==> config.mk <==
export PLATFORM = sky130hd
export DESIGN_NAME = modbus_tcp_register_responder_top
export DESIGN_NICKNAME = d
export VERILOG_FILES = /design/src/design/mbtcp_pkg.sv /design/src/design/mbtcp_ctrl.sv /design/src/design/mbtcp_dpath.sv /design/src/design/modbus_tcp_register_responder_top.sv
export SDC_FILE = /design/constraint.sdc
export NUM_CORES = 1
export LEC_CHECK = 0
export ABC_CLOCK_PERIOD_IN_PS = 5900
export BUFFER_PORTS_ARGS = -buffer_cell sky130_fd_sc_hd__buf_2
export CAP_MARGIN = 20
export CELL_PAD_IN_SITES_DETAIL_PLACEMENT = 2
export CELL_PAD_IN_SITES_GLOBAL_PLACEMENT = 2
export CORE_ASPECT_RATIO = 0.8
export CORE_MARGIN = 5
export CORE_UTILIZATION = 32
export CTS_CLUSTER_DIAMETER = 200
export DETAILED_ROUTE_END_ITERATION = 10
export MAX_ROUTING_LAYER = met4
export PLACE_DENSITY = 0.84
export SLEW_MARGIN = 40
export SYNTH_ARGS = -nofsm -noshare
export SYNTH_HDL_FRONTEND = slang
export SYNTH_SLANG_ARGS = --single-unit
==> constraint.sdc <==
create_clock -name clk -period 5.9 [get_ports clk]
set_input_delay 0.885 -clock clk [delete_from_list [all_inputs] [get_ports clk]]
set_output_delay 0.885 -clock clk [all_outputs]
set_load 0.01 [all_outputs]
==> src/design/mbtcp_pkg.sv <==
// ----------------------------------------------------------------------------
// mbtcp_pkg
// Shared types and constants for the Modbus TCP read-holding-registers
// responder: request/response payloads, controller commands and status.
// ----------------------------------------------------------------------------
package mbtcp_pkg;

  typedef struct packed {
    logic [15:0]        transaction_id;
    logic [15:0]        protocol_id;
    logic [7:0]         unit_id;
    logic [7:0]         function_code;
    logic [15:0]        start_address;
    logic [15:0]        register_count;
    logic [8:0]         request_length;
    logic signed [7:0]  link_rssi;
  } req_t;

  typedef struct packed {
    logic        beat_kind;
    logic [15:0] reply_transaction_id;
    logic [15:0] reply_protocol_id;
    logic [15:0] mbap_length;
    logic [7:0]  reply_unit_id;
    logic [7:0]  reply_function_code;
    logic [7:0]  byte_count_or_exception;
    logic [63:0] data_word;
    logic [2:0]  registers_in_word;
    logic        last;
  } resp_t;

  // controller -> datapath
  typedef struct packed {
    logic load_req;
    logic emit_hdr;
    logic emit_data;
  } cmd_t;

  // datapath -> controller
  typedef struct packed {
    logic drop;
    logic read_ok;
    logic last_beat;
  } status_t;

  localparam logic       BEAT_HEADER = 1'b0;
  localparam logic       BEAT_DATA   = 1'b1;

  localparam logic [7:0] FC_READ_HOLDING = 8'h03;
  localparam logic [7:0] FC_WRITE_SINGLE = 8'h06;
  localparam logic [7:0] FC_WRITE_MULTI  = 8'h10;
  localparam logic [7:0] FC_EXC_FLAG     = 8'h80;

  localparam logic [7:0] EXC_ILLEGAL_FUNCTION = 8'h01;
  localparam logic [7:0] EXC_ILLEGAL_VALUE    = 8'h03;

  localparam logic [15:0] UNMAPPED_VALUE = 16'hFFFF;
  localparam logic [15:0] MBAP_BASE_LEN  = 16'd3;

  localparam logic [8:0] MIN_RESPONSE_SPACE = 9'd9;
  localparam logic [8:0] MIN_REQ_LEN        = 9'd8;
  localparam logic [8:0] MIN_REQ_LEN_FIXED  = 9'd12;
  localparam logic [8:0] MIN_REQ_LEN_MULTI  = 9'd13;

  localparam logic       CFG_RSSI_ADDR  = 1'b0;
  localparam logic       CFG_RESP_SPACE = 1'b1;

  localparam logic [15:0] RSSI_ADDR_RESET  = 16'd0;
  localparam logic [8:0]  RESP_SPACE_RESET = 9'd260;

endpackage

==> src/design/mbtcp_ctrl.sv <==
// ----------------------------------------------------------------------------
// mbtcp_ctrl
// Sequencer: accepts a request, issues the header beat unless the request is dropped,
// then the data beats for a valid read.
module mbtcp_ctrl (
  input  logic               clk,
  input  logic               rst,
  input  logic               start,
  output logic               busy,
  input  mbtcp_pkg::status_t status,
  output mbtcp_pkg::cmd_t    cmd
);

  localparam logic [1:0] ST_IDLE = 2'd0;
  localparam logic [1:0] ST_HDR  = 2'd1;
  localparam logic [1:0] ST_DATA = 2'd2;

  logic [1:0] state;
  logic [1:0] state_next;

  always_comb begin
    state_next = state;
    unique case (state)
      ST_IDLE: begin
        if (start) state_next = ST_HDR;
      end
      ST_HDR: begin
        if (status.drop || !status.read_ok) state_next = ST_IDLE;
        else state_next = ST_DATA;
      end
      ST_DATA: begin
        if (status.last_beat) state_next = ST_IDLE;
      end
      default: state_next = ST_IDLE;
    endcase
  end

  always_ff @(posedge clk) begin
    if (rst) state <= ST_IDLE;
    else state <= state_next;
  end

  assign busy          = (state != ST_IDLE);
  assign cmd.load_req  = (state == ST_IDLE) && start;
  assign cmd.emit_hdr  = (state == ST_HDR) && !status.drop;
  assign cmd.emit_data = (state == ST_DATA);

endmodule

==> src/design/mbtcp_dpath.sv <==
// ----------------------------------------------------------------------------
// mbtcp_dpath
// Request latch, config registers, reply classification, beat builder and
// the output register.
// ----------------------------------------------------------------------------
module mbtcp_dpath #(
  parameter int MAX_READ_REGISTERS = 125,
  parameter int REGISTERS_PER_BEAT = 4
) (
  input  logic               clk,
  input  logic               rst,
  input  mbtcp_pkg::req_t    req,
  input  logic               cfg_we,
  input  logic               cfg_index,
  input  logic [15:0]        cfg_data,
  input  mbtcp_pkg::cmd_t    cmd,
  output mbtcp_pkg::status_t status,
  output mbtcp_pkg::resp_t   resp,
  output logic               resp_valid
);

  localparam int CW    = $clog2(MAX_READ_REGISTERS + 1);
  localparam int IW    = CW + 2;
  localparam int SLOTS = 4;

  mbtcp_pkg::req_t  req_q;
  mbtcp_pkg::resp_t resp_next;
  logic [15:0]      rssi_addr;
  logic [8:0]       resp_space;
  logic [15:0]      rssi_val;
  logic [IW-1:0]    done;

  logic [7:0]       fc;
  logic [8:0]       rlen;
  logic             cnt_ok;
  logic [CW-1:0]    count_n;
  logic [7:0]       byte_count;
  logic [IW-1:0]    idx [SLOTS];
  logic [SLOTS-1:0] slot_valid;
  logic [63:0]      word;
  logic [2:0]       nregs;
  logic [15:0]      addr;

  // config registers
  always_ff @(posedge clk) begin
    if (rst) begin
      rssi_addr  <= mbtcp_pkg::RSSI_ADDR_RESET;
      resp_space <= mbtcp_pkg::RESP_SPACE_RESET;
    end else if (cfg_we) begin
      unique case (cfg_index)
        mbtcp_pkg::CFG_RSSI_ADDR:  rssi_addr  <= cfg_data;
        mbtcp_pkg::CFG_RESP_SPACE: resp_space <= cfg_data[8:0];
        default: ;
      endcase
    end
  end

  // request latch; RSSI register value is fixed for the whole transaction
  always_ff @(posedge clk) begin
    if (cmd.load_req) begin
      req_q    <= req;
      rssi_val <= 16'd0 - {{8{req.link_rssi[7]}}, req.link_rssi};
    end
  end

  always_ff @(posedge clk) begin
    if (cmd.load_req) done <= '0;
    else if (cmd.emit_data) done <= done + IW'(REGISTERS_PER_BEAT);
  end

  assign fc      = req_q.function_code;
  assign rlen    = req_q.request_length;
  assign cnt_ok  = (req_q.register_count != 16'd0) &&
                   (req_q.register_count <= 16'(MAX_READ_REGISTERS));
  assign count_n = req_q.register_count[CW-1:0];
  assign byte_count = 8'({count_n, 1'b0});

  assign status.drop = (rlen < mbtcp_pkg::MIN_REQ_LEN) ||
                       (resp_space < mbtcp_pkg::MIN_RESPONSE_SPACE) ||
                       (((fc == mbtcp_pkg::FC_READ_HOLDING) ||
                         (fc == mbtcp_pkg::FC_WRITE_SINGLE)) &&
                        (rlen < mbtcp_pkg::MIN_REQ_LEN_FIXED)) ||
                       ((fc == mbtcp_pkg::FC_WRITE_MULTI) &&
                        (rlen < mbtcp_pkg::MIN_REQ_LEN_MULTI));
  assign status.read_ok   = (fc == mbtcp_pkg::FC_READ_HOLDING) && cnt_ok;
  assign status.last_beat = (done + IW'(REGISTERS_PER_BEAT)) >= IW'(count_n);

  // one data beat: up to four register slots, first slot in the top bits
  always_comb begin
    word  = '0;
    nregs = '0;
    addr  = '0;
    for (int k = 0; k < SLOTS; k++) begin
      idx[k]        = done + IW'(k);
      slot_valid[k] = (k < REGISTERS_PER_BEAT) && (idx[k] < IW'(count_n));
      addr          = req_q.start_address + 16'(idx[k]);
      if (slot_valid[k]) begin
        word[16*(SLOTS-1-k) +: 16] = (addr == rssi_addr) ? rssi_val
                                                          : mbtcp_pkg::UNMAPPED_VALUE;
        nregs = nregs + 3'd1;
      end
    end
  end

  always_comb begin
    resp_next = '0;
    if (cmd.emit_data) begin
      resp_next.beat_kind         = mbtcp_pkg::BEAT_DATA;
      resp_next.data_word         = word;
      resp_next.registers_in_word = nregs;
      resp_next.last              = status.last_beat;
    end else begin
      resp_next.beat_kind            = mbtcp_pkg::BEAT_HEADER;
      resp_next.reply_transaction_id = req_q.transaction_id;
      resp_next.reply_protocol_id    = req_q.protocol_id;
      resp_next.reply_unit_id        = req_q.unit_id;
      if (status.read_ok) begin
        resp_next.reply_function_code     = mbtcp_pkg::FC_READ_HOLDING;
        resp_next.byte_count_or_exception = byte_count;
        resp_next.mbap_length = mbtcp_pkg::MBAP_BASE_LEN + 16'(byte_count);
        resp_next.last        = 1'b0;
      end else begin
        // bad count on a read is an illegal value; everything else is refused
        resp_next.reply_function_code = mbtcp_pkg::FC_EXC_FLAG | fc;
        resp_next.byte_count_or_exception =
          (fc == mbtcp_pkg::FC_READ_HOLDING) ? mbtcp_pkg::EXC_ILLEGAL_VALUE
                                             : mbtcp_pkg::EXC_ILLEGAL_FUNCTION;
        resp_next.mbap_length = mbtcp_pkg::MBAP_BASE_LEN;
        resp_next.last        = 1'b1;
      end
    end
  end

  always_ff @(posedge clk) begin
    if (cmd.emit_hdr || cmd.emit_data) resp <= resp_next;
  end

  always_ff @(posedge clk) begin
    if (rst) resp_valid <= 1'b0;
    else resp_valid <= cmd.emit_hdr || cmd.emit_data;
  end

endmodule

==> src/design/modbus_tcp_register_responder_top.sv <==
// The header beat is built in ST_HDR and then registered onto resp with resp_valid.
// A read emits the header beat, then ceil(count / REGISTERS_PER_BEAT) data beats (32
// for 125 registers at 4 per beat); an exception emits the header alone, a drop none.
// The beat sequencer emits one beat per cycle; busy stays high until the last beat.
// Reset: synchronous; config returns to RSSI address 0, response space 260.
// Results are strobed for one cycle by resp_valid; the receiver cannot stall.
// ----------------------------------------------------------------------------
// modbus_tcp_register_responder_top
// Modbus TCP read-holding-registers responder: controller plus datapath.
// ----------------------------------------------------------------------------
module modbus_tcp_register_responder_top #(
  parameter int MAX_READ_REGISTERS = 125,
  parameter int REGISTERS_PER_BEAT = 4
) (
  input  logic             clk,
  input  logic             rst,
  input  logic             start,
  output logic             busy,
  input  mbtcp_pkg::req_t  req,
  output mbtcp_pkg::resp_t resp,
  output logic             resp_valid,
  input  logic             cfg_valid,
  output logic             cfg_ready,
  input  logic             cfg_index,
  input  logic [15:0]      cfg_data
);

  mbtcp_pkg::cmd_t    cmd;
  mbtcp_pkg::status_t status;

  assign cfg_ready = 1'b1;

  mbtcp_ctrl u_ctrl (
    .clk    (clk),
    .rst    (rst),
    .start  (start),
    .busy   (busy),
    .status (status),
    .cmd    (cmd)
  );

  mbtcp_dpath #(
    .MAX_READ_REGISTERS (MAX_READ_REGISTERS),
    .REGISTERS_PER_BEAT (REGISTERS_PER_BEAT)
  ) u_dpath (
    .clk        (clk),
    .rst        (rst),
    .req        (req),
    .cfg_we     (cfg_valid && cfg_ready),
    .cfg_index  (cfg_index),
    .cfg_data   (cfg_data),
    .cmd        (cmd),
    .status     (status),
    .resp       (resp),
    .resp_valid (resp_valid)
  );

endmodule

==> flow_metrics.env <==
export IMPL_status="finished, final reports clean"
export IMPL_cts_hold_buf=0
export IMPL_drt_iter0_markers=394
export IMPL_setup_ws_ps=2410
export IMPL_tightest_slew_ps=782
export IMPL_slowest_delay_ps=570
export IMPL_avgRoutedWirePerCell_um=21.8
export IMPL_min_period_ps=3490
export IMPL_holdPathStages=2
export IMPL_pwr_share_seq_pct=50.5
export IMPL_worstRegToRegCells=9
export IMPL_clock_latency_ps=550
export IMPL_ys_ff_latch=239
export IMPL_setup_reg_to_reg_worst_slack_ps=2410
export IMPL_hpwl_mm=27.5
export IMPL_synth_cell_types=81
export IMPL_drv_slew=0
export IMPL_post_place_ws_ps=2430
export IMPL_critPathArrivalTime_ps=3790
export IMPL_p_per_area_nw_per_um2=284
export IMPL_grt_usage_pct=17.8
export IMPL_yosys_warnings=0
export IMPL_fin_nets=1285
export IMPL_power_switching_uw=961
export IMPL_max_cap_violations=0
export IMPL_start_util_pct=32.6
export IMPL_synthCells=911
export IMPL_crit_required_ps=6190
export IMPL_worstHoldPathType="flop to flop"
export IMPL_grt_overflow=0
export IMPL_p_int_uw=2940
export IMPL_crit_path_start_kind="flop"
export IMPL_fp_dieW_um=221
export IMPL_postCtsSetupRepairBufs=0
export IMPL_syn2layout_area_growth_pct=20.5
export IMPL_port_buffers=253
export IMPL_avgViaCountPerCell=4.92
export IMPL_totalWireLength_mm=35.6
export IMPL_ys_top_cells_by_count="edfxtp_1, nand2_1, nor2_1, nor2b_1, a21oi_1"
export IMPL_rows=61
export IMPL_rsz0062_at_grt="no"
export IMPL_htreeDepth=1
export IMPL_peakVddDrop_mv=0.168
export IMPL_drc=0
export IMPL_setup_viol=0
export IMPL_avgSynthCellArea_um2=12.5
export IMPL_pwr_share_comb_pct=9.2
export IMPL_final_util_pct=39.3
export IMPL_core_area_um2=35000
export IMPL_worstPathCellList="ha_1 > ha_1 > a21oi_1 > o221ai_1 > a21oi_1 > mux2i_1 > and4_1 > nand4_2 > o31a_1"
export IMPL_endpoint_kind="flop"
export IMPL_min_from="u_dpath.resp_space[0]$_SDFFE_PP0P_"
export IMPL_syn_area_um2=11400
export IMPL_p_leak_uw=0.00527
export IMPL_ys_flop_type="edfxtp_1"
export IMPL_grt_max_degree=62
export IMPL_grt_pass1_vias=8798
export IMPL_vias=8028
export IMPL_r2r_start="u_dpath.done[2]$_SDFFE_PP0P_"
export IMPL_relSlewSlack_pct=47.7
export IMPL_drt_pass1_iterations=6
export IMPL_critPathKind="flop to flop"
export IMPL_crit_fanout=9
export IMPL_tns_ps=0
export IMPL_power_frac_clock_pct=40.4
export IMPL_cts_sinks=239
export IMPL_fmax_ghz=0.286
export IMPL_hold_viol=0
export IMPL_final_layout_size_suffix_gt1_share_pct=30.1
export IMPL_synth_area_leaders="edfxtp_1, dfxtp_1, ha_1"
export IMPL_power_switching_share_pct=24.6
export IMPL_cp_slowest_cell="dfxtp_1"
export IMPL_clk_path_buf_depth=3
export IMPL_yosysMostFrequentCell="edfxtp_1"
export IMPL_synthArstFlopShare_pct=0
export IMPL_cts_tree="done"
export IMPL_ant_nets=0
export IMPL_cts_made_buffers=27
export IMPL_clk_pin_slew_ps=60
export IMPL_seq_area_frac_synth_pct=59.9
export IMPL_fin_crit_sh_pct=59.2
export IMPL_fin_skew_ps=11.9
export IMPL_root_buffer="clkbuf_16"
export IMPL_num_io_pins=262
export IMPL_synth_edf_count=204
export IMPL_place_gp_congestion=0.891
export IMPL_r2r_end="u_dpath.resp[11]$_SDFFCE_PN0P_"
export IMPL_synth_top_area_share_pct=53.7
export IMPL_die_y_um=179
export IMPL_grt_first_pass_wirelength_mm=53.6
export IMPL_cts_resized=0
export IMPL_synth_largest_area_cell="edfxtp_1"
export IMPL_hold_end="u_dpath.resp_space[0]$_SDFFE_PP0P_"
export IMPL_die_area_um2=39500
export IMPL_antenna_found_initial=3
==> registers in the layout (all words and copies together) (netlist names), 7 cells and up <==
name                cells
u_dpath.rssi_addr      16
u_dpath.fc              8
u_dpath.byte_count      7
u_dpath.rlen            9
u_dpath.resp_space      9
u_dpath.done            7
u_dpath.req_q          65
u_dpath.resp          106
u_dpath.rssi_val        9
==> worst max path at each step <==
stage	startpoint	cells after the start	endpoint	slack, ps
after CTS	u_dpath.done[5]$_SDFFE_PP0P_	8	u_dpath.resp[11]$_SDFFCE_PN0P_	2420
after global routing	u_dpath.byte_count[7]$_DFFE_PP_	11	u_dpath.resp[3]$_SDFFCE_PN0P_	2230
final	u_dpath.done[2]$_SDFFE_PP0P_	9	u_dpath.resp[11]$_SDFFCE_PN0P_	2410
after floorplan	start	2	u_dpath.byte_count[1]$_DFFE_PP_	140
after global placement	u_dpath.done[5]$_SDFFE_PP0P_	8	u_dpath.resp[26]$_SDFFCE_PN0P_	2600
after detailed placement	u_dpath.done[5]$_SDFFE_PP0P_	8	u_dpath.resp[11]$_SDFFCE_PN0P_	2430
==> per-layer routing <==
layer / GRT usage [%] / wire length (um)
met1: 22.5 / 15800
met4: 3.41 / 546
met3: 3.40 / 1680
met5: - / 0
met2: 30.6 / 17600
==> power groups by stage <==
| stage | registers (uW) | clock network, uW | logic [uW] |
|---|---|---|---|
| finish | 1970 | 1580 | 358 |
| detailed placement | 2010 | 0 | 359 |
| CTS | 1970 | 1630 | 362 |
| global route | 1980 | 1700 | 390 |
| global placement | 2000 | 0 | 340 |
| floorplan | 2010 | 0 | 208 |
==> final cells by class <==
type | count | area, um^2
Antenna cell | 3 | 7.51
Clock buffer | 33 | 729
Clock inverter | 16 | 98.8
Fill cell | 3713 | 21200
Inverter | 26 | 97.6
Multi-Input combinational cell | 584 | 4080
Sequential cell | 239 | 6830
Tap cell | 472 | 591
Timing Repair Buffer | 258 | 1310
==> cells in the final DEF, fill, tap and decap left out, types with 8 or more instances in the layout <==
cell       count
o31a_1        10
nor3_1        10
clkbuf_16     28
nor2b_1       52
dfxtp_1       35
inv_1         25
nand3_1       21
o21a_1        34
o21ai_0       17
conb_1         8
xnor2_1       41
ha_1          30
edfxtp_1     204
mux2i_1        8
buf_2        253
nand2_1       86
nor2_1        52
o21ai_1        8
a21oi_1       48
xor2_1        23
==> logic make-up (layout without fill, tap and decap cells) <==
group,after synthesis,count (layout),share of synthesized area [%]
AO/OA/AOI/OAI,175,175,11.2
flip-flops,239,239,59.9
multiplexers,10,10,0.933
other,2,11,0.0659
XOR/XNOR,71,71,6.05
buffers and inverters,94,333,4.71
adder cells (fa/ha/maj),31,31,3.47
AND/OR/NAND/NOR,289,289,13.7
==> critical path, delay by kind of cell (launching register included) <==
| kind | cells | cell delay [ps] |
|---|---|---|
| compound gates | 4 | 1190 |
| fa+ha+maj | 2 | 690 |
| mux | 1 | 210 |
| simple gates | 2 | 570 |
| flops | 1 | 570 |
==> metrics by stage <==
step	cell area [um^2]	total power, uW	cells	hold slack (ps)
after CTS	13700	3960	1628	467
after detailed placement	12900	2370	1579	459
final	13700	3900	1631	462
after global routing	13700	4070	1631	479
after global placement	12900	2340	1579	442
after floorplan	11400	2220	917	436
(Power assumes the default switching activity.)
